===== src/rtl/assert_macros.svh =====
// ----------------------------------------------------------------------------
// assertion macros
// shared concurrent assertion forms for the conversion unit
// ----------------------------------------------------------------------------
`ifndef ASSERT_MACROS_SVH
`define ASSERT_MACROS_SVH

// property that must hold at every clock edge out of reset
`define CTS_ASSERT_ALWAYS(lbl, clk, rstn, expr, msg) \
  lbl: assert property (@(posedge clk) disable iff (!rstn) (expr)) else $error(msg);

// implication checked at every clock edge out of reset
`define CTS_ASSERT_IMPLY(lbl, clk, rstn, ante, cons, msg) \
  lbl: assert property (@(posedge clk) disable iff (!rstn) (ante) |-> (cons)) else $error(msg);

`endif


===== src/rtl/cts_pkg.sv =====
// ----------------------------------------------------------------------------
// cts_pkg
// types, constants and helper functions of the cartesian to spherical unit
// ----------------------------------------------------------------------------
package cts_pkg;

  localparam int MAX_COORD_BITS = 32;
  localparam int ANG_FRAC       = 16;
  localparam int ANG_W          = 27;
  localparam int DEG_W          = 12;
  localparam int ATAN_W         = 22;
  localparam int QUEUE_DEPTH    = 2;
  localparam int FULL_TURN      = 360;
  localparam int POLAR_MAX      = 180;

  localparam logic signed [25:0]      GAIN_Q24 = 26'sd27628053;
  localparam logic signed [ANG_W-1:0] ONE80    = 27'sd11796480;
  localparam logic signed [ANG_W-1:0] NINETY   = 27'sd5898240;

  typedef struct packed {
    logic signed [15:0] x_coord;
    logic signed [15:0] y_coord;
    logic signed [15:0] z_coord;
  } point_t;

  typedef struct packed {
    logic [15:0] range_len;
    logic [7:0]  polar_deg;
    logic [8:0]  azimuth_deg;
    logic        zero_point;
  } result_t;

  // classified point as it sits in the queue
  typedef struct packed {
    logic [MAX_COORD_BITS-1:0] x;
    logic [MAX_COORD_BITS-1:0] y;
    logic [MAX_COORD_BITS-1:0] z;
    logic                      zero_pt;
    logic                      xy_zero;
  } entry_t;

  typedef struct packed {
    logic   push;
    entry_t entry;
  } q_wr_t;

  typedef struct packed {
    logic   avail;
    entry_t entry;
  } q_rd_t;

  typedef struct packed {
    logic [7:0] polar_deg;
    logic [8:0] azimuth_deg;
    logic       zero_point;
  } ang_t;

  // atan(2^-i) in degrees, q16
  function automatic logic [ATAN_W-1:0] atan_q16(input logic [4:0] idx);
    logic [ATAN_W-1:0] v;
    case (idx)
      5'd0:    v = 22'd2949120;
      5'd1:    v = 22'd1740967;
      5'd2:    v = 22'd919879;
      5'd3:    v = 22'd466945;
      5'd4:    v = 22'd234379;
      5'd5:    v = 22'd117304;
      5'd6:    v = 22'd58666;
      5'd7:    v = 22'd29335;
      5'd8:    v = 22'd14668;
      5'd9:    v = 22'd7334;
      5'd10:   v = 22'd3667;
      5'd11:   v = 22'd1833;
      5'd12:   v = 22'd917;
      5'd13:   v = 22'd458;
      5'd14:   v = 22'd229;
      5'd15:   v = 22'd115;
      5'd16:   v = 22'd57;
      5'd17:   v = 22'd29;
      5'd18:   v = 22'd14;
      5'd19:   v = 22'd7;
      5'd20:   v = 22'd4;
      5'd21:   v = 22'd2;
      5'd22:   v = 22'd1;
      default: v = 22'd0;
    endcase
    return v;
  endfunction

  // q16 degrees to whole degrees, half away from zero
  function automatic logic signed [DEG_W-1:0] round_deg(input logic signed [ANG_W-1:0] q);
    logic [ANG_W-1:0] mag;
    logic [ANG_W-1:0] r;
    mag = q[ANG_W-1] ? ANG_W'(-q) : ANG_W'(q);
    r   = (mag + (ANG_W'(1) << (ANG_FRAC - 1))) >> ANG_FRAC;
    return q[ANG_W-1] ? -signed'(DEG_W'(r)) : signed'(DEG_W'(r));
  endfunction

endpackage


===== src/rtl/cts_front.sv =====
// ----------------------------------------------------------------------------
// cts_front
// takes points in, sign-extends and classifies them, feeds the queue
// ----------------------------------------------------------------------------
module cts_front import cts_pkg::*; #(
  parameter int COORD_BITS = 16
) (
  input  logic   clk_i,
  input  logic   rst_ni,
  input  logic   start_i,
  input  point_t point_i,
  input  logic   q_full_i,
  output logic   busy_o,
  output q_wr_t  q_wr_o
);

  logic   valid_q, valid_d;
  entry_t ent_q, ent_d;
  logic   accept, push;
  logic [MAX_COORD_BITS-1:0]    xr, yr, zr;
  logic signed [COORD_BITS-1:0] xs, ys, zs;

  // field bits zero-extended, then the low coordinate bits taken as two's complement
  assign xr = MAX_COORD_BITS'($unsigned(point_i.x_coord));
  assign yr = MAX_COORD_BITS'($unsigned(point_i.y_coord));
  assign zr = MAX_COORD_BITS'($unsigned(point_i.z_coord));

  assign xs = signed'(xr[COORD_BITS-1:0]);
  assign ys = signed'(yr[COORD_BITS-1:0]);
  assign zs = signed'(zr[COORD_BITS-1:0]);

  assign push    = valid_q && !q_full_i;
  assign busy_o  = valid_q && q_full_i;
  assign accept  = start_i && !busy_o;
  assign valid_d = accept || (valid_q && !push);

  always_comb begin
    ent_d         = ent_q;
    if (accept) begin
      ent_d.x       = MAX_COORD_BITS'(xs);
      ent_d.y       = MAX_COORD_BITS'(ys);
      ent_d.z       = MAX_COORD_BITS'(zs);
      ent_d.xy_zero = (xs == '0) && (ys == '0);
      ent_d.zero_pt = (xs == '0) && (ys == '0) && (zs == '0);
    end
  end

  always_ff @(posedge clk_i or negedge rst_ni) begin
    if (!rst_ni) begin
      valid_q <= 1'b0;
    end else begin
      valid_q <= valid_d;
    end
  end

  always_ff @(posedge clk_i) begin
    ent_q <= ent_d;
  end

  assign q_wr_o.push  = push;
  assign q_wr_o.entry = ent_q;

endmodule


===== config.mk =====
export PLATFORM = sky130hd
export DESIGN_NAME = cts_front
export DESIGN_NICKNAME = d
export VERILOG_FILES = /design/src/rtl/assert_macros.svh /design/src/rtl/cts_pkg.sv /design/src/rtl/cts_front.sv
export SDC_FILE = /design/constraint.sdc
export NUM_CORES = 1
export LEC_CHECK = 0
export ABC_AREA = 0
export BUFFER_PORTS_ARGS = -buffer_cell sky130_fd_sc_hd__buf_4
export CORE_AREA = 2 2 75 77
export CTS_CLUSTER_DIAMETER = 80
export DETAILED_ROUTE_END_ITERATION = 10
export DIE_AREA = 0 0 77 79
export PLACE_DENSITY = 0.78
export SLEW_MARGIN = 20
export SYNTH_ARGS = -nofsm -noshare
export SYNTH_HDL_FRONTEND = slang
export SYNTH_SLANG_ARGS = --single-unit
export TNS_END_PERCENT = 1

===== constraint.sdc =====
create_clock -name clk_i -period 4.1 [get_ports clk_i]
set_input_delay 0.82 -clock clk_i [delete_from_list [all_inputs] [get_ports clk_i]]
set_output_delay 0.82 -clock clk_i [all_outputs]
set_load 0.01 [all_outputs]

==> key figures <==
Yosys
  – Mapped cell area: roughly 2000 sq um
  – Synthesized flop and latch total: 51
  – Synth warnings: 0
  – Avg Cell Area, Syn: roughly 17 sq um
  – Yosys cell types: 11
  – Sequential fraction of the synthesis area: between 70% and 80%
  – Syn Inst Count: approximately 120
  – Syn_nets: approximately 170

Power and ir drop
  – Static leakage: approximately 1.3 nW
  – Total power: roughly 0.0011 W
  – Max VDD drop: ~0.00017 V
  – PwrDens: ~360 nW/um^2

Floorplan
  – Core area: approximately 5300 sq um
  – Die span in x: 77 um
  – Initial cell density of the core: a little under two fifths
  – Die ar.: roughly 6000 sq um
  – Row cnt: 27
  – Die height: ~79 um
  – I/O pin count: between 150 and 200

Setup path
  – R2R Setup Slk: about 2200 ps
  – Critical-path maximum fanout: 26
  – CP arrival: 2130 ps
  – CP endpoint kind: register
  – CP delay by family, top: simple AND/OR/NAND/NOR gates
  – CP max stage cell: nor2b_4
  – Most used cell along the critical path: buf_4
  – CP max stage delay: around 550 ps
  – Worst setup SP type: input pin
  – Setup Crit Path Kind: input pin to register
  – Crit path buf inv count: 2
  – Worst EP required: about 4100 ps
  – Critical Path, Cell by Cell: buf_4, and2_1, nor2b_4, buf_4

Final layout
  – Core Util, Final: roughly 56%
  – Layout filler cell count: approximately 470
  – Post-route cell area: between 3000 and 4000 sq um
  – Reg area: approximately 1500 sq um
  – Layout cells sized above 1: 70.3%
  – Layout Cells excl Fill: 304
  – Multi-input logic area: between 100 and 150 sq um
  – ANT cells: 0
  – Area growth syn-to-layout: 47.8%
  – Nets: 283

Detailed routing
  – Via Count: between 1,000 and 1,500
  – Avg WL per Cell: approximately 13 um
  – Detailed Routing Iterations Pass 1: 3
  – Post-route ant nets: 0
  – Final wirelength: approximately 4.1 mm
  – Detailed Route Iter0 Violations: 30
  – Via density: 4.26
  – DR DRC count: 0

STA
  – Post-route setup TNS: 0 ps
  – RSZ-0062 raised after global routing: no
  – Clock skew: around 4.7 ps
  – Final period util: a little over half
  – Slew margin rel.: 55.0%
  – Slew Limit Fails: 0
  – Fmax: approximately 0.46 GHz
  – Worst-margin pin slew: a little under 700 ps
  – Final hold vios: 0
  – Final setup viols: 0
  – Min Clock Period, post-route: 2160 ps

Clock tree
  – Post-cts resize count: 0
  – Clk buf depth: 2
  – Num CTS Buffers: 5
  – CTS H-Tree Depth: 2
  – CTS clk-pin slew, worst paths: 80 ps
  – Clock tree from TritonCTS: done
  – Clk sinks: between 50 and 60
  – Setup Fix Bufs, Post-CTS: 0
  – Hold_buf cts: 0
  – Clk root buf: clkbuf_8
  – Insertion delay to the later sink of the worst-skew pair: roughly 290 ps

GRT
  – GRT overflow: 0
  – Total GRT Usage: between 10% and 20%
  – Initial antenna violation count: 0
  – Largest net degree at the start of global routing: 27
  – First-pass GRT wire length: between 5 and 6 mm
  – Vias in the first global route: approximately 1,200

Hold path
  – Min-delay worst type: input pin to async pin

Run status
  – Status: finished clean

Job
  – Number of max-cap violations: 0

Placement
  – Dpl cells: between 200 and 300
  – Post-DP Area: around 2900 sq um
  – I/O Buffers: 151
  – Placer Congestion: around 0.70
==> per-stage QoR <==
| stage | hold WS (ps) | setup WS, ps |
|---|---|---|
| 2_1_floorplan | 524 | 371 |
| 3_3_place_gp | 595 | 1640 |
| 3_5_place_dp | 596 | 1600 |
| 4_1_cts | 266 | 1920 |
| 5_1_grt | 252 | 1840 |
| 6_report | 281 | 1940 |
==> worst paths after layout <==
kind | cells after the start | start | to
worst max-delay path | 4 | q_full_i | q_wr_o[0]
worst min-delay path | 1 | rst_ni | valid_q
worst max register to register | 3 | valid_q | q_wr_o[0]
worst min register to register | 2 | valid_q | valid_q
max in group asynchronous | 1 | rst_ni | valid_q
min in group clk_i | 2 | valid_q | valid_q
==> flip-flops by register name, indices dropped and copies added (netlist names) <==
register and cells:
q_wr_o 50, valid_q 1
==> synthesized netlist by cell type <==
library cell,count,area (sq um)
edfxtp_1,50,1500
buf_4,49,368
nor4_1,11,68.8
nand4_1,3,18.8
nor2b_1,2,12.5
and2_1,1,6.26
dfrtp_1,1,25.0
nor2_1,1,3.75
nor3_2,1,10.0
nor4_2,1,12.5
or2_2,1,6.26
==> cell type report <==
cell class,count,share of cell area [%]
Clock buffer,8,3.33
Timing Repair Buffer,152,38.0
Tap cell,72,3.00
Sequential cell,51,50.8
Multi-Input combinational cell,21,4.87
==> cell families after synthesis <==
logic type    Yosys count  share of synthesized area [%]
simple gates           21                           6.83
flops                  51                           75.1
buf+inv                49                           18.1
==> cell usage in the layout, fill, tap and decap left out <==
master,synthesis,final
nand4_1,3,3
dfrtp_1,1,1
nor2b_1,2,1
nor4_1,11,11
and2_1,1,1
clkbuf_1,0,1
nor3_2,1,1
or2_2,1,1
nor4_2,1,1
nor2_1,1,1
clkbuf_8,0,7
nor2b_4,0,1
buf_4,49,152
edfxtp_1,50,50
==> layer usage <==
layer | wire length, um | GRT usage (%) | part of all wire [%]
met1 | 1410 | 13.5 | 34
met2 | 2210 | 22.8 | 54
met3 | 388 | 5.68 | 9.5
met4 | 95 | 5.18 | 2.3
met5 | 0 | 0 | 0
==> power breakdown <==
| group | leakage [nW] | switching [W] | internal, W |
|---|---|---|---|
| logic | 0.754 | 0.0000729 | 0.0000947 |
| registers | 0.488 | 0.0000129 | 0.000606 |
| clock network | 0.0515 | 0.000146 | 0.000154 |
| total | 1.29 | 0.000232 | 0.000855 |
No activity file was read; power rests on OpenSTA's default activity.
