<file path="src/rtl/assert_macros.svh">
// ----------------------------------------------------------------------------
// assertion macros
// shared concurrent assertion forms for the conversion unit
// ----------------------------------------------------------------------------
`ifndef ASSERT_MACROS_SVH
`define ASSERT_MACROS_SVH

// property that must hold at every clock edge out of reset
`define CTS_ASSERT_ALWAYS(lbl, clk, rstn, expr, msg) \
  lbl: assert property (@(posedge clk) disable iff (!rstn) (expr)) else $error(msg);

// implication checked at every clock edge out of reset
`define CTS_ASSERT_IMPLY(lbl, clk, rstn, ante, cons, msg) \
  lbl: assert property (@(posedge clk) disable iff (!rstn) (ante) |-> (cons)) else $error(msg);

`endif

</file>
<file path="src/rtl/cts_pkg.sv">
// ----------------------------------------------------------------------------
// cts_pkg
// types, constants and helper functions of the cartesian to spherical unit
// ----------------------------------------------------------------------------
package cts_pkg;

  localparam int MAX_COORD_BITS = 32;
  localparam int ANG_FRAC       = 16;
  localparam int ANG_W          = 27;
  localparam int DEG_W          = 12;
  localparam int ATAN_W         = 22;
  localparam int QUEUE_DEPTH    = 2;
  localparam int FULL_TURN      = 360;
  localparam int POLAR_MAX      = 180;

  localparam logic signed [25:0]      GAIN_Q24 = 26'sd27628053;
  localparam logic signed [ANG_W-1:0] ONE80    = 27'sd11796480;
  localparam logic signed [ANG_W-1:0] NINETY   = 27'sd5898240;

  typedef struct packed {
    logic signed [15:0] x_coord;
    logic signed [15:0] y_coord;
    logic signed [15:0] z_coord;
  } point_t;

  typedef struct packed {
    logic [15:0] range_len;
    logic [7:0]  polar_deg;
    logic [8:0]  azimuth_deg;
    logic        zero_point;
  } result_t;

  // classified point as it sits in the queue
  typedef struct packed {
    logic [MAX_COORD_BITS-1:0] x;
    logic [MAX_COORD_BITS-1:0] y;
    logic [MAX_COORD_BITS-1:0] z;
    logic                      zero_pt;
    logic                      xy_zero;
  } entry_t;

  typedef struct packed {
    logic   push;
    entry_t entry;
  } q_wr_t;

  typedef struct packed {
    logic   avail;
    entry_t entry;
  } q_rd_t;

  typedef struct packed {
    logic [7:0] polar_deg;
    logic [8:0] azimuth_deg;
    logic       zero_point;
  } ang_t;

  // atan(2^-i) in degrees, q16
  function automatic logic [ATAN_W-1:0] atan_q16(input logic [4:0] idx);
    logic [ATAN_W-1:0] v;
    case (idx)
      5'd0:    v = 22'd2949120;
      5'd1:    v = 22'd1740967;
      5'd2:    v = 22'd919879;
      5'd3:    v = 22'd466945;
      5'd4:    v = 22'd234379;
      5'd5:    v = 22'd117304;
      5'd6:    v = 22'd58666;
      5'd7:    v = 22'd29335;
      5'd8:    v = 22'd14668;
      5'd9:    v = 22'd7334;
      5'd10:   v = 22'd3667;
      5'd11:   v = 22'd1833;
      5'd12:   v = 22'd917;
      5'd13:   v = 22'd458;
      5'd14:   v = 22'd229;
      5'd15:   v = 22'd115;
      5'd16:   v = 22'd57;
      5'd17:   v = 22'd29;
      5'd18:   v = 22'd14;
      5'd19:   v = 22'd7;
      5'd20:   v = 22'd4;
      5'd21:   v = 22'd2;
      5'd22:   v = 22'd1;
      default: v = 22'd0;
    endcase
    return v;
  endfunction

  // q16 degrees to whole degrees, half away from zero
  function automatic logic signed [DEG_W-1:0] round_deg(input logic signed [ANG_W-1:0] q);
    logic [ANG_W-1:0] mag;
    logic [ANG_W-1:0] r;
    mag = q[ANG_W-1] ? ANG_W'(-q) : ANG_W'(q);
    r   = (mag + (ANG_W'(1) << (ANG_FRAC - 1))) >> ANG_FRAC;
    return q[ANG_W-1] ? -signed'(DEG_W'(r)) : signed'(DEG_W'(r));
  endfunction

endpackage

</file>
<file path="src/rtl/cts_queue.sv">
// ----------------------------------------------------------------------------
// cts_queue
// short fifo between the classifying front and the conversion pipeline
// ----------------------------------------------------------------------------
`include "assert_macros.svh"

module cts_queue import cts_pkg::*; (
  input  logic  clk_i,
  input  logic  rst_ni,
  input  q_wr_t q_wr_i,
  input  logic  pop_i,
  output logic  full_o,
  output q_rd_t q_rd_o
);

  localparam int PTR_W = (QUEUE_DEPTH > 1) ? $clog2(QUEUE_DEPTH) : 1;
  localparam int CNT_W = $clog2(QUEUE_DEPTH + 1);

  entry_t             mem_q [QUEUE_DEPTH];
  logic [PTR_W-1:0]   wr_ptr_q, wr_ptr_d, rd_ptr_q, rd_ptr_d;
  logic [CNT_W-1:0]   count_q, count_d;
  logic               do_pop;

  assign full_o       = (count_q == CNT_W'(QUEUE_DEPTH));
  assign do_pop       = pop_i && (count_q != '0);
  assign q_rd_o.avail = (count_q != '0);
  assign q_rd_o.entry = mem_q[rd_ptr_q];

  always_comb begin
    wr_ptr_d = wr_ptr_q;
    rd_ptr_d = rd_ptr_q;
    if (q_wr_i.push) begin
      wr_ptr_d = (wr_ptr_q == PTR_W'(QUEUE_DEPTH - 1)) ? '0 : wr_ptr_q + PTR_W'(1);
    end
    if (do_pop) begin
      rd_ptr_d = (rd_ptr_q == PTR_W'(QUEUE_DEPTH - 1)) ? '0 : rd_ptr_q + PTR_W'(1);
    end
    count_d = count_q + CNT_W'(q_wr_i.push) - CNT_W'(do_pop);
  end

  always_ff @(posedge clk_i or negedge rst_ni) begin
    if (!rst_ni) begin
      wr_ptr_q <= '0;
      rd_ptr_q <= '0;
      count_q  <= '0;
    end else begin
      wr_ptr_q <= wr_ptr_d;
      rd_ptr_q <= rd_ptr_d;
      count_q  <= count_d;
    end
  end

  always_ff @(posedge clk_i) begin
    if (q_wr_i.push) begin
      mem_q[wr_ptr_q] <= q_wr_i.entry;
    end
  end

  `CTS_ASSERT_IMPLY(a_no_push_full, clk_i, rst_ni, full_o, !q_wr_i.push, "push into full queue")
  `CTS_ASSERT_ALWAYS(a_cnt_range, clk_i, rst_ni, count_q <= CNT_W'(QUEUE_DEPTH), "queue count overflow")

endmodule

</file>
<file path="config.mk">
export PLATFORM = sky130hd
export DESIGN_NAME = cts_queue
export DESIGN_NICKNAME = d
export VERILOG_FILES = /design/src/rtl/cts_pkg.sv /design/src/rtl/cts_queue.sv
export VERILOG_INCLUDE_DIRS = /design/src /design/src/rtl
export SDC_FILE = /design/constraint.sdc
export NUM_CORES = 1
export LEC_CHECK = 0
export BUFFER_PORTS_ARGS = -buffer_cell sky130_fd_sc_hd__clkbuf_2
export CAP_MARGIN = 20
export CORE_ASPECT_RATIO = 1.5
export CORE_MARGIN = 1.5
export CORE_UTILIZATION = 56
export DETAILED_ROUTE_END_ITERATION = 10
export PLACE_DENSITY = 0.85
export SYNTH_ARGS = -nofsm -noshare
export SYNTH_HDL_FRONTEND = slang
export SYNTH_SLANG_ARGS = --single-unit
export TNS_END_PERCENT = 5
</file>
<file path="constraint.sdc">
create_clock -name clk_i -period 13.5 [get_ports clk_i]
set_clock_uncertainty 0.15 [all_clocks]
set_input_delay 2.7 -clock clk_i [delete_from_list [all_inputs] [get_ports clk_i]]
set_output_delay 2.7 -clock clk_i [all_outputs]
set_load 0.05 [all_outputs]
</file>
==> impl_summary.log, run 1 <==
INFO  metric met3WireLength = 920 um
INFO  metric synthArstFlopShare = 2.00%
INFO  metric dr_total_vias = ~3,700
INFO  metric crit_fanout = between 50 and 60
INFO  metric synth_area_per_cell = 22.7 um^2
INFO  metric synth_commonest_cells = 196 x sky130_fd_sc_hd__edfxtp_1, 88 x sky130_fd_sc_hd__mux2_2, 10 x sky130_fd_sc_hd__mux2_4, 8 x sky130_fd_sc_hd__buf_2, 4 x sky130_fd_sc_hd__dfrtp_1
INFO  metric route.met2.wl = around 7.4 mm
INFO  metric largest_net_degree_at_the_start_of_global_routing = 56
INFO  metric critical_path.top_delay_family = buffers and inverters
INFO  metric wl_per_cell = 19.0 um
INFO  metric grt_first_pass_wirelength = 19.3 mm
INFO  metric synthDominantAreaCellType = sky130_fd_sc_hd__edfxtp_1
INFO  metric track_usage = about a fifth
INFO  metric gp_congestion = 0.752
INFO  metric synth_most_common_cell = sky130_fd_sc_hd__edfxtp_1
INFO  metric cts-resized-gates = 0
INFO  metric synthFlopType = sky130_fd_sc_hd__edfxtp_1
INFO  metric numCtsBuffers = 17
INFO  metric numPortBuffers = between 200 and 250
INFO  metric area_taken_by_multi_input_logic_gates = 1240 um^2
INFO  metric cell_count_final_fillers_out = 705
INFO  metric flow.area_growth_from_synthesis = 23.9%
INFO  metric ff_latch_area = 5990 um^2
INFO  metric drv_slew = 0
INFO  metric post_cts_hold_buffer_count = 0
INFO  metric place.detailed.instances = about 670
INFO  metric clk_pin_slew_worst_setup_hold_paths = 70 ps
INFO  metric worst-endpoint-required = 10,650 ps
INFO  metric routed.top_layer = met5
INFO  metric tightest_slew = approximately 720 ps
INFO  metric route.detailed.vias_per_inst = 5.32
INFO  metric cap_violations = 0
INFO  metric drc = 0
INFO  metric path_cells = buf_4 > mux2_2 > clkbuf_2
INFO  metric seq_area_frac_synth = 82.0%
INFO  metric dr.pass1.iters = 4
INFO  metric detailed_place_hpwl = about 9.3 mm
INFO  metric die_w = slightly below 100 um
INFO  metric power_per_cell_area = ~250 nW/um^2
INFO  metric critical_path.max_stage_delay = around 830 ps
INFO  metric timing.final.setup_violations = 0
INFO  metric fin_tns_setup = 0 ps
INFO  metric die_h = 143 um
INFO  metric syn-instance-count = 322
INFO  metric finalHoldViolations = 0
INFO  metric cts_setup_buffers = 0
INFO  metric design.core.area = approximately 13,000 um^2
INFO  metric critical_path.endpoint_type = output port
INFO  metric placement_rows = 50
INFO  metric cpMaxStageDelayCell = sky130_fd_sc_hd__dfrtp_4
INFO  metric post_synth_instance_area = roughly 7300 um^2
INFO  metric hold_path.class = reg -> reg
INFO  metric yosys.area.top_type_share = between 80% and 90%
INFO  metric setup.worst_path.class = reg -> out
INFO  metric status = finished clean
INFO  metric cts_max_level = 4
INFO  metric layout_worst_path_cycle_share = 40.9%
INFO  metric design.portCount = 202
INFO  metric wl = 13.4 mm
INFO  metric synth_area_leaders = sky130_fd_sc_hd__edfxtp_1 81%, sky130_fd_sc_hd__mux2_2 14%, sky130_fd_sc_hd__mux2_4 2.1%
INFO  metric total_leakage_power = 3.49 nW
INFO  metric synth_fp_nets = 426
INFO  metric synth-seq-cells = 200
INFO  metric drt_iter0_drc = 163
INFO  metric antenna_found_initial = 3
INFO  metric clk_path_buf_depth = 2
INFO  metric clkSinkCount = 200
INFO  metric synth_enable_flop_cells = 196
INFO  metric fmax = 181 MHz
INFO  metric post_route_minimum_period = 5520 ps
INFO  metric setup_repair_after_global_routing_missed_its_margin = false
INFO  metric nNetsFinal = 639
INFO  metric timing.critical_path.buf_inv = 2
INFO  metric cp.arrival = 2670 ps
INFO  metric number_of_inserted_filler_cells_in_the_final_layout = 781
INFO  metric yosysWarnings = 0
INFO  metric synth_cell_types = 14
INFO  metric grt.overflow.total = 0
INFO  metric post_route_cells_drive_above_1_share = 61.6%
INFO  metric grt_pass1_vias = 3,907
INFO  metric detail_route.wirelength.met1 = around 4.6 mm
INFO  metric irDropWorstVdd = 148 uV
INFO  metric setup.worst_path.start_class = register
INFO  metric tritoncts = done
INFO  metric worstSkewPairLatency = roughly 420 ps
INFO  metric root_buffer_cell = sky130_fd_sc_hd__clkbuf_16
INFO  metric initial_core_utilization = between 50% and 60%
INFO  metric p_total = between 2 and 2.5 mW
INFO  metric design.die.area = 13,700 um^2
INFO  metric number_of_nets_with_antenna_violations_after_routing = 0
INFO  metric timing.max_slew.rel_slack = between 50% and 60%
-- metal layers --
| metal | GRT usage [%] | vias to the layer above |
|---|---|---|
| li1 | - | 1712 |
| met1 | 19.9 | 1828 |
| met2 | 34.8 | 168 |
| met3 | 6.12 | 39 |
| met4 | 10.7 | 2 |
| met5 | 0 | - |
-- placed cells by master, fill, tap and decap left out --
master                       count
sky130_fd_sc_hd__clkbuf_2      201
sky130_fd_sc_hd__edfxtp_1      196
sky130_fd_sc_hd__mux2_2         88
sky130_fd_sc_hd__clkbuf_16      17
sky130_fd_sc_hd__mux2_4         10
sky130_fd_sc_hd__clkinvlp_4      4
sky130_fd_sc_hd__inv_8           4
sky130_fd_sc_hd__buf_4           4
sky130_fd_sc_hd__clkinv_4        3
sky130_fd_sc_hd__dfrtp_1         3
sky130_fd_sc_hd__diode_2         2
sky130_fd_sc_hd__inv_1           2
sky130_fd_sc_hd__xnor2_1         2
sky130_fd_sc_hd__xor2_1          2
sky130_fd_sc_hd__ha_1            2
sky130_fd_sc_hd__or2_2           1
sky130_fd_sc_hd__o21a_1          1
sky130_fd_sc_hd__nor2b_4         1
sky130_fd_sc_hd__nor2b_1         1
sky130_fd_sc_hd__and2_4          1
sky130_fd_sc_hd__inv_6           1
sky130_fd_sc_hd__clkinv_1        1
sky130_fd_sc_hd__bufinv_16       1
sky130_fd_sc_hd__dfrtp_4         1
-- path summary, 6_finish.rpt --
check,depth (start not counted),startpoint,slack (ps),endpoint
worst max-delay path,3,rd_ptr_q$_DFFE_PN0P_,7980,q_rd_o[82]
worst min-delay path,1,count_q[1]$_DFF_PN0_,400,count_q[1]$_DFF_PN0_
worst max register to register,2,wr_ptr_q$_DFFE_PN0P_,11240,mem_q[1][92]$_DFFE_PP_
worst min register to register,1,count_q[1]$_DFF_PN0_,400,count_q[1]$_DFF_PN0_
max in group asynchronous,1,rst_ni,11130,rd_ptr_q$_DFFE_PN0P_
min in group asynchronous,1,rst_ni,1930,rd_ptr_q$_DFFE_PN0P_
-- power breakdown --
group,internal (mW),switching (mW)
clock,0.259,0.221
sequential,0.825,0.0574
combinational,0.247,0.653
total,1.33,0.932
-- sequential cells by signal (all words and copies together) (netlist names) --
signal    count
count_q       2
wr_ptr_q      1
rd_ptr_q      1
mem_q       196
-- area by class of cell --
type | instances | area share, %
Clock buffer | 17 | 4.70
Tap cell | 156 | 2.16
Sequential cell | 200 | 66.2
Timing Repair Buffer | 205 | 11.5
Antenna cell | 2 | 0.0553
Inverter | 2 | 0.0830
Clock inverter | 14 | 1.59
Multi-Input combinational cell | 109 | 13.7
-- through the flow --
stage / hold slack [ps] / instance area (um^2) / util [%] / worst slack (ps)
after floorplan: 303 / 7300 / - / 5820
after global placement: 342 / 8470 / 67.4 / 8440
after detailed placement: 385 / 8470 / 67.4 / 8410
after CTS: 400 / 9040 / 71.9 / 7940
after global routing: 424 / 9040 / 71.9 / 7860
final: 396 / 9050 / 71.9 / 7980
-- worst register-to-register path: stages (launching register included) --
cell and delay, ps:
sky130_fd_sc_hd__dfrtp_1 420, sky130_fd_sc_hd__and2_4 590, sky130_fd_sc_hd__buf_4 700
-- kinds of logic after synthesis --
kind of cell / count (synthesis) / synth area share, %
compound gates: 1 / 0.103
xor+xnor: 4 / 0.480
fa+ha+maj: 2 / 0.343
buf+inv: 13 / 1.11
flops: 200 / 82.0
mux: 98 / 15.6
simple gates: 4 / 0.343
Power figures use the tool's default switching activity.
==> run 2: changes to the inputs <==
- CORE_UTILIZATION: 56 -> 47
- PLACE_DENSITY: 0.85 -> 0.76
- clock period: 13.5 -> 4.84 ns (I/O delays scaled with it)
==> run 2 against run 1 <==
Effect of this change: combinational power rose to 2.8 times the previous value; critical path depth did not move; register-to-register slack got worse by 8400 ps; count of clock-buffer cells in the layout did not move; sequential share of layout area fell by 0.26 points; final cell count rose by 6.1%; sequential cell count did not move; clock power rose to 2.7 times the previous value; via count fell by 1.5%; total power rose to 2.8 times the previous value; die area rose by 19%; sequential power rose to 2.8 times the previous value; critical path type unchanged; critical endpoint is now q_rd_o[50]; largest power group unchanged; highest routed layer is now met4.
==> impl_summary.log, run 2 (synthesized netlist as in run 1, its figures left out) <==
INFO  metric worstSkewPairLatency = 420 ps (about the same)
INFO  metric root_buffer_cell = sky130_fd_sc_hd__clkbuf_16
INFO  metric number_of_inserted_filler_cells_in_the_final_layout = 1,154 (+48%)
INFO  metric worst-endpoint-required = 3720 ps (-6930 ps)
INFO  metric dr_total_vias = 3,691 (-1.5%)
INFO  metric layout_commonest_cell = sky130_fd_sc_hd__clkbuf_2
INFO  metric met3WireLength = 717 um (-22%)
INFO  metric fin_worst_hold_slack = 195 ps (-202 ps)
INFO  metric drt_iter0_drc = 130 (-20%)
INFO  metric cpMaxStageDelayCell = sky130_fd_sc_hd__dfrtp_4
INFO  metric wl = 13.6 mm (+1.6%)
INFO  metric regMostFlops = mem_q
INFO  metric drc = 0 (unchanged)
INFO  metric clkSinkCount = 200 (unchanged)
INFO  metric dr.pass1.iters = 4 (unchanged)
INFO  metric critical_path.max_stage_delay = 900 ps (+70 ps)
INFO  metric wl_per_cell = 18.2 um (-4.2%)
INFO  metric setup.worst_path.class = reg -> out
INFO  metric cts-resized-gates = 0 (unchanged)
INFO  metric layout_worst_path_cycle_share = 74.0%
INFO  metric design.portCount = 202 (unchanged)
INFO  metric timing.max_slew.rel_slack = 49.5% (-2.2 points)
INFO  metric setup.worst_path.start_class = register
INFO  metric post_cts_hold_buffer_count = 0 (unchanged)
INFO  metric critical_path.endpoint_type = output port
INFO  metric placement_rows = 55 (+10%)
INFO  metric track_usage = 17.2% (-2.4 points)
INFO  metric initial_core_utilization = 48.2% (-9.8 points)
INFO  metric flow.area_growth_from_synthesis = 24.4%
INFO  metric number_of_nets_with_antenna_violations_after_routing = 0 (unchanged)
INFO  metric cap_violations = 0 (unchanged)
INFO  metric cts_max_level = 4 (unchanged)
INFO  metric path_cells = buf_4 > mux2_2 > clkbuf_2
INFO  metric clk_path_buf_depth = 2 (unchanged)
INFO  metric routed.top_layer = met4
INFO  metric die_h = 156 um (+9.0%)
INFO  metric design.die.area = 16,300 um^2 (+19%)
INFO  metric detail_route.wirelength.met1 = 4.45 mm (-3.8%)
INFO  metric numCtsBuffers = 17 (unchanged)
INFO  metric hold_path.class = in -> async
INFO  metric status = finished clean
INFO  metric cp.arrival = 2460 ps (-210 ps)
INFO  metric fmax = 279 MHz
INFO  metric insertedDiodeCount = 0 (-2)
INFO  metric largest_register_ff_count = 196 (unchanged)
INFO  metric detailed_place_hpwl = 9.60 mm (+3.6%)
INFO  metric irDropWorstVdd = 389 uV (+160%)
INFO  metric gp_congestion = 0.757 (+0.76%)
INFO  metric route.met2.wl = 7.84 mm (+6.3%)
INFO  metric largest_net_degree_at_the_start_of_global_routing = 57 (+1.8%)
INFO  metric fin_tns_setup = 0 ps (unchanged)
INFO  metric post_route_minimum_period = 3580 ps
INFO  metric antenna_found_initial = 0 (-3)
INFO  metric route.detailed.vias_per_inst = 4.93 (-7.2%)
INFO  metric reg_top3 = mem_q: 196 flops, count_q: 2 flops
INFO  metric die_w = 105 um (+8.9%)
INFO  metric drv_slew = 0 (unchanged)
INFO  metric clk_pin_slew_worst_setup_hold_paths = 70 ps (about the same)
INFO  metric cts_setup_buffers = 0 (unchanged)
INFO  metric tightest_slew = 757 ps (+33.0 ps)
INFO  metric numPortBuffers = 201 (unchanged)
INFO  metric tritoncts = done
INFO  metric timing.final.setup_violations = 0 (unchanged)
INFO  metric setup_repair_after_global_routing_missed_its_margin = false
INFO  metric post_route_cells_drive_above_1_share = 61.6% (about the same)
INFO  metric grt_first_pass_wirelength = 20.8 mm (+7.7%)
INFO  metric crit_fanout = 56 (+1.8%)
INFO  metric layout_common_cells = 201 x sky130_fd_sc_hd__clkbuf_2, 196 x sky130_fd_sc_hd__edfxtp_1, 88 x sky130_fd_sc_hd__mux2_2
INFO  metric total_leakage_power = 3.50 nW (+0.15%)
INFO  metric grt_pass1_vias = 4,031 (+3.2%)
INFO  metric grt.overflow.total = 0 (unchanged)
INFO  metric power_per_cell_area = 690 nW/um^2 (+180%)
INFO  metric nNetsFinal = 641 (+0.31%)
INFO  metric finalHoldViolations = 0 (unchanged)
INFO  metric design.core.area = 15,100 um^2 (+20%)
-- run 2: cell types whose count changed in the layout (fill, tap and decap cells not counted) --
cell / previous run / this run
sky130_fd_sc_hd__bufinv_16: 1 / 0
sky130_fd_sc_hd__clkinv_1: 1 / 2
sky130_fd_sc_hd__clkinv_4: 3 / 4
sky130_fd_sc_hd__clkinvlp_4: 4 / 2
sky130_fd_sc_hd__buf_4: 4 / 6
sky130_fd_sc_hd__clkinv_2: 0 / 1
sky130_fd_sc_hd__diode_2: 2 / 0
-- run 2: power by group --
part	leakage, nW	switching, mW	total, mW	internal, mW
registers	1.89	0.176	2.47	2.30
logic	1.35	1.80	2.50	0.694
clock network	0.262	0.625	1.29	0.669
-- run 2: final cells by class --
cell class                      count  area [um^2]  share of cell area [%]
Timing Repair Buffer              207         1050                    11.6
Inverter                            2         7.51                  0.0827
Sequential cell                   200         5990                    65.9
Clock inverter                     14          116                    1.28
Tap cell                          199          249                    2.74
Multi-Input combinational cell    109         1240                    13.7
Clock buffer                       17          425                    4.68
-- run 2: metrics by stage --
| step | worst slack, ps | cells | power, mW | util [%] | area, um^2 |
|---|---|---|---|---|---|
| after floorplan | 727 | 322 | 4.52 | - | 7300 |
| after global placement | 1770 | 717 | 4.98 | 56.4 | 8540 |
| after detailed placement | 1700 | 717 | 5.04 | 56.4 | 8540 |
| after CTS | 1240 | 748 | 6.33 | 60.0 | 9080 |
| after global routing | 1140 | 748 | 6.51 | 60.0 | 9080 |
| final | 1260 | 748 | 6.27 | 60.0 | 9080 |
-- run 2: per-layer routing --
layer / vias up / global-route usage (%)
met5: - / 0
met4: 0 / 10.0
met3: 41 / 5.22
met2: 136 / 32.3
met1: 1808 / 16.2
li1: 1706 / -
-- run 2: critical path: cells and delay by family (launching register included) --
family,cells,cell delay (ps)
DFF,1,900
buffers and inverters,2,700
muxes,1,390
-- run 2: path summary, 6_finish.rpt --
path | startpoint | endpoint | slack, ps | cells after the start
worst max-delay path | rd_ptr_q$_DFFE_PN0P_ | q_rd_o[50] | 1260 | 3
worst min-delay path | rst_ni | count_q[1]$_DFF_PN0_ | 190 | 1
worst max register to register | wr_ptr_q$_DFFE_PN0P_ | mem_q[0][53]$_DFFE_PP_ | 2820 | 2
worst min register to register | count_q[1]$_DFF_PN0_ | count_q[1]$_DFF_PN0_ | 370 | 1
max in group asynchronous | rst_ni | rd_ptr_q$_DFFE_PN0P_ | 4200 | 1
min in group clk_i | count_q[1]$_DFF_PN0_ | count_q[1]$_DFF_PN0_ | 370 | 1
==> run 3: changes to the inputs <==
- clock period: 4.84 -> 3.15 ns (I/O delays scaled with it)
==> run 3 against run 2 <==
Effect of this change: final area is 0.62% higher; combinational power is 58% higher; die area stayed put; global-route usage is 0.69 points lower; largest cell class unchanged.
==> impl_summary.log, run 3 (synthesized netlist as in run 1, its figures left out) <==
INFO  metric critical_path.endpoint_type = output port
INFO  metric layout_common_cells = 201 x sky130_fd_sc_hd__clkbuf_2, 196 x sky130_fd_sc_hd__edfxtp_1, 88 x sky130_fd_sc_hd__mux2_2
INFO  metric crit_fanout = 23 (-59%)
INFO  metric dr.pass1.iters = 4 (unchanged)
INFO  metric initial_core_utilization = 48.2% (unchanged)
INFO  metric dr_total_vias = 3,713 (+0.60%)
INFO  metric hold_path.class = in -> reg
INFO  metric gp_congestion = 0.790 (+4.4%)
INFO  metric cts-resized-gates = 0 (unchanged)
INFO  metric largest_net_degree_at_the_start_of_global_routing = 56 (-1.8%)
INFO  metric detail_route.wirelength.met1 = 4.52 mm (+1.7%)
INFO  metric timing.max_slew.rel_slack = 51.4% (+1.9 points)
INFO  metric grt_first_pass_wirelength = 20.0 mm (-3.9%)
INFO  metric cp.arrival = 2040 ps (-420 ps)
INFO  metric insertedDiodeCount = 0 (unchanged)
INFO  metric drv_slew = 0 (unchanged)
INFO  metric tightest_slew = 729 ps (-27.8 ps)
INFO  metric worst_r2r_startpoint = wr_ptr_q$_DFFE_PN0P_
INFO  metric worstSkewPairLatency = 410 ps (about the same)
INFO  metric wl_per_cell = 17.6 um (-3.2%)
INFO  metric largest_register_ff_count = 196 (unchanged)
INFO  metric setup_slack = 335 ps (-925 ps)
INFO  metric layout_commonest_cell = sky130_fd_sc_hd__clkbuf_2
INFO  metric drc = 0 (unchanged)
INFO  metric drt_iter0_drc = 114 (-12%)
INFO  metric design.portCount = 202 (unchanged)
INFO  metric fmax = 355 MHz
INFO  metric hold_path_depth = 1
INFO  metric track_usage = 16.5% (-0.69 points)
INFO  metric irDropWorstVdd = 673 uV (+73%)
INFO  metric design.die.area = 16,300 um^2 (unchanged)
INFO  metric cell_count_final_fillers_out = 751 (+0.40%)
INFO  metric detailed_place_hpwl = 9.35 mm (-2.6%)
INFO  metric routed.top_layer = met4
INFO  metric post_route_cells_drive_above_1_share = 61.1% (-0.52 points)
INFO  metric post_dp_cell_area = 8570 um^2 (+0.38%)
INFO  metric regMostFlops = mem_q
INFO  metric reg_top3 = mem_q: 196 flops, count_q: 2 flops
INFO  metric worst-endpoint-required = 2370 ps (-1350 ps)
INFO  metric setup.worst_path.start_class = register
INFO  metric setup_repair_after_global_routing_missed_its_margin = false
INFO  metric root_buffer_cell = sky130_fd_sc_hd__clkbuf_16
INFO  metric post_cts_hold_buffer_count = 1 (+1)
INFO  metric post_route_minimum_period = 2820 ps
INFO  metric status = finished clean
INFO  metric crit-reg2reg-capture = mem_q[0][76]$_DFFE_PP_
INFO  metric antenna_found_initial = 1 (+1)
INFO  metric place.detailed.instances = 718 (+0.14%)
INFO  metric wl = 13.2 mm (-2.8%)
INFO  metric timing.final.setup_violations = 0 (unchanged)
INFO  metric clkSinkCount = 200 (unchanged)
INFO  metric cts_max_level = 4 (unchanged)
INFO  metric power_per_cell_area = 1060 nW/um^2 (+54%)
INFO  metric final_cell_area = 9140 um^2 (+0.62%)
INFO  metric numCtsBuffers = 17 (unchanged)
INFO  metric layout_worst_path_cycle_share = 89.4%
INFO  metric die_w = 105 um (unchanged)
INFO  metric die_h = 156 um (unchanged)
INFO  metric met3WireLength = 692 um (-3.5%)
INFO  metric post-place-ws = 768 ps (-931 ps)
INFO  metric timing.reg2reg.worst_path_depth = 2 (unchanged)
INFO  metric flow.area_growth_from_synthesis = 25.2%
INFO  metric clk_pin_slew_worst_setup_hold_paths = 70 ps (about the same)
INFO  metric clk_path_buf_depth = 2 (unchanged)
INFO  metric route.met2.wl = 7.62 mm (-2.8%)
INFO  metric design.core.area = 15,100 um^2 (unchanged)
INFO  metric finalHoldViolations = 0 (unchanged)
INFO  metric worstHoldEndpoint = mem_q[0][29]$_DFFE_PP_
INFO  metric timing.hold.worst.start = q_wr_i[29]
INFO  metric placement_rows = 55 (unchanged)
INFO  metric total_leakage_power = 3.52 nW (+0.56%)
INFO  metric route.detailed.vias_per_inst = 4.94 (+0.19%)
INFO  metric grt.overflow.total = 0 (unchanged)
INFO  metric timing.reg2reg.setup_slack = 1460 ps (-1360 ps)
INFO  metric grt_pass1_vias = 4,005 (-0.65%)
INFO  metric setup.worst_path.class = reg -> out
INFO  metric number_of_nets_with_antenna_violations_after_routing = 0 (unchanged)
INFO  metric fin_tns_setup = 0 ps (unchanged)
INFO  metric startpoint = rd_ptr_q$_DFFE_PN0P_
INFO  metric nNetsFinal = 643 (+0.31%)
INFO  metric tritoncts = done
INFO  metric cts_setup_buffers = 0 (unchanged)
INFO  metric numPortBuffers = 201 (unchanged)
INFO  metric cap_violations = 0 (unchanged)
-- run 3: metrics by stage --
| step | hold slack, ps | total power [mW] | utilization [%] |
|---|---|---|---|
| 3_5_place_dp | 299 | 7.78 | 56.6 |
| 3_3_place_gp | 293 | 7.70 | 56.6 |
| 2_1_floorplan | 184 | 6.94 | - |
| 5_1_grt | 230 | 10.1 | 60.4 |
| 6_report | 254 | 9.69 | 60.4 |
| 4_1_cts | 233 | 9.81 | 60.4 |
-- run 3: per-layer routing --
metal  global-route usage (%)  vias to the layer above
li1                         -                     1716
met1                     16.6                     1853
met2                     30.9                      119
met3                     4.14                       25
met4                     8.68                        0
met5                        0                        -
-- run 3: report_power, final --
part | internal [mW] | total [mW] | switching (mW)
clock | 1.11 | 2.03 | 0.920
sequential | 3.54 | 3.73 | 0.195
combinational | 1.10 | 3.94 | 2.83
total | 5.74 | 9.69 | 3.95
-- run 3: critical path, cell delays in order (launching register included) --
cell                       delay [ps]
sky130_fd_sc_hd__dfrtp_4          650
sky130_fd_sc_hd__buf_4            350
sky130_fd_sc_hd__mux2_2           370
sky130_fd_sc_hd__clkbuf_2         240
-- run 3: worst max path at each step --
stage | to | slack (ps) | depth (start not counted)
floorplan | mem_q[1][0]$_DFFE_PP_ | -360 | 1
finish | q_rd_o[39] | 330 | 3
CTS | q_rd_o[39] | 310 | 3
detailed placement | q_rd_o[36] | 770 | 3
global placement | q_rd_o[29] | 790 | 3
global route | q_rd_o[81] | 230 | 3
-- run 3: layout make-up --
cell class,instances,area [um^2]
Fill cell,1107,6000
Sequential cell,200,5990
Multi-Input combinational cell,109,1240
Timing Repair Buffer,209,1090
Clock buffer,20,437
Tap cell,199,249
Clock inverter,12,119
Inverter,2,7.51
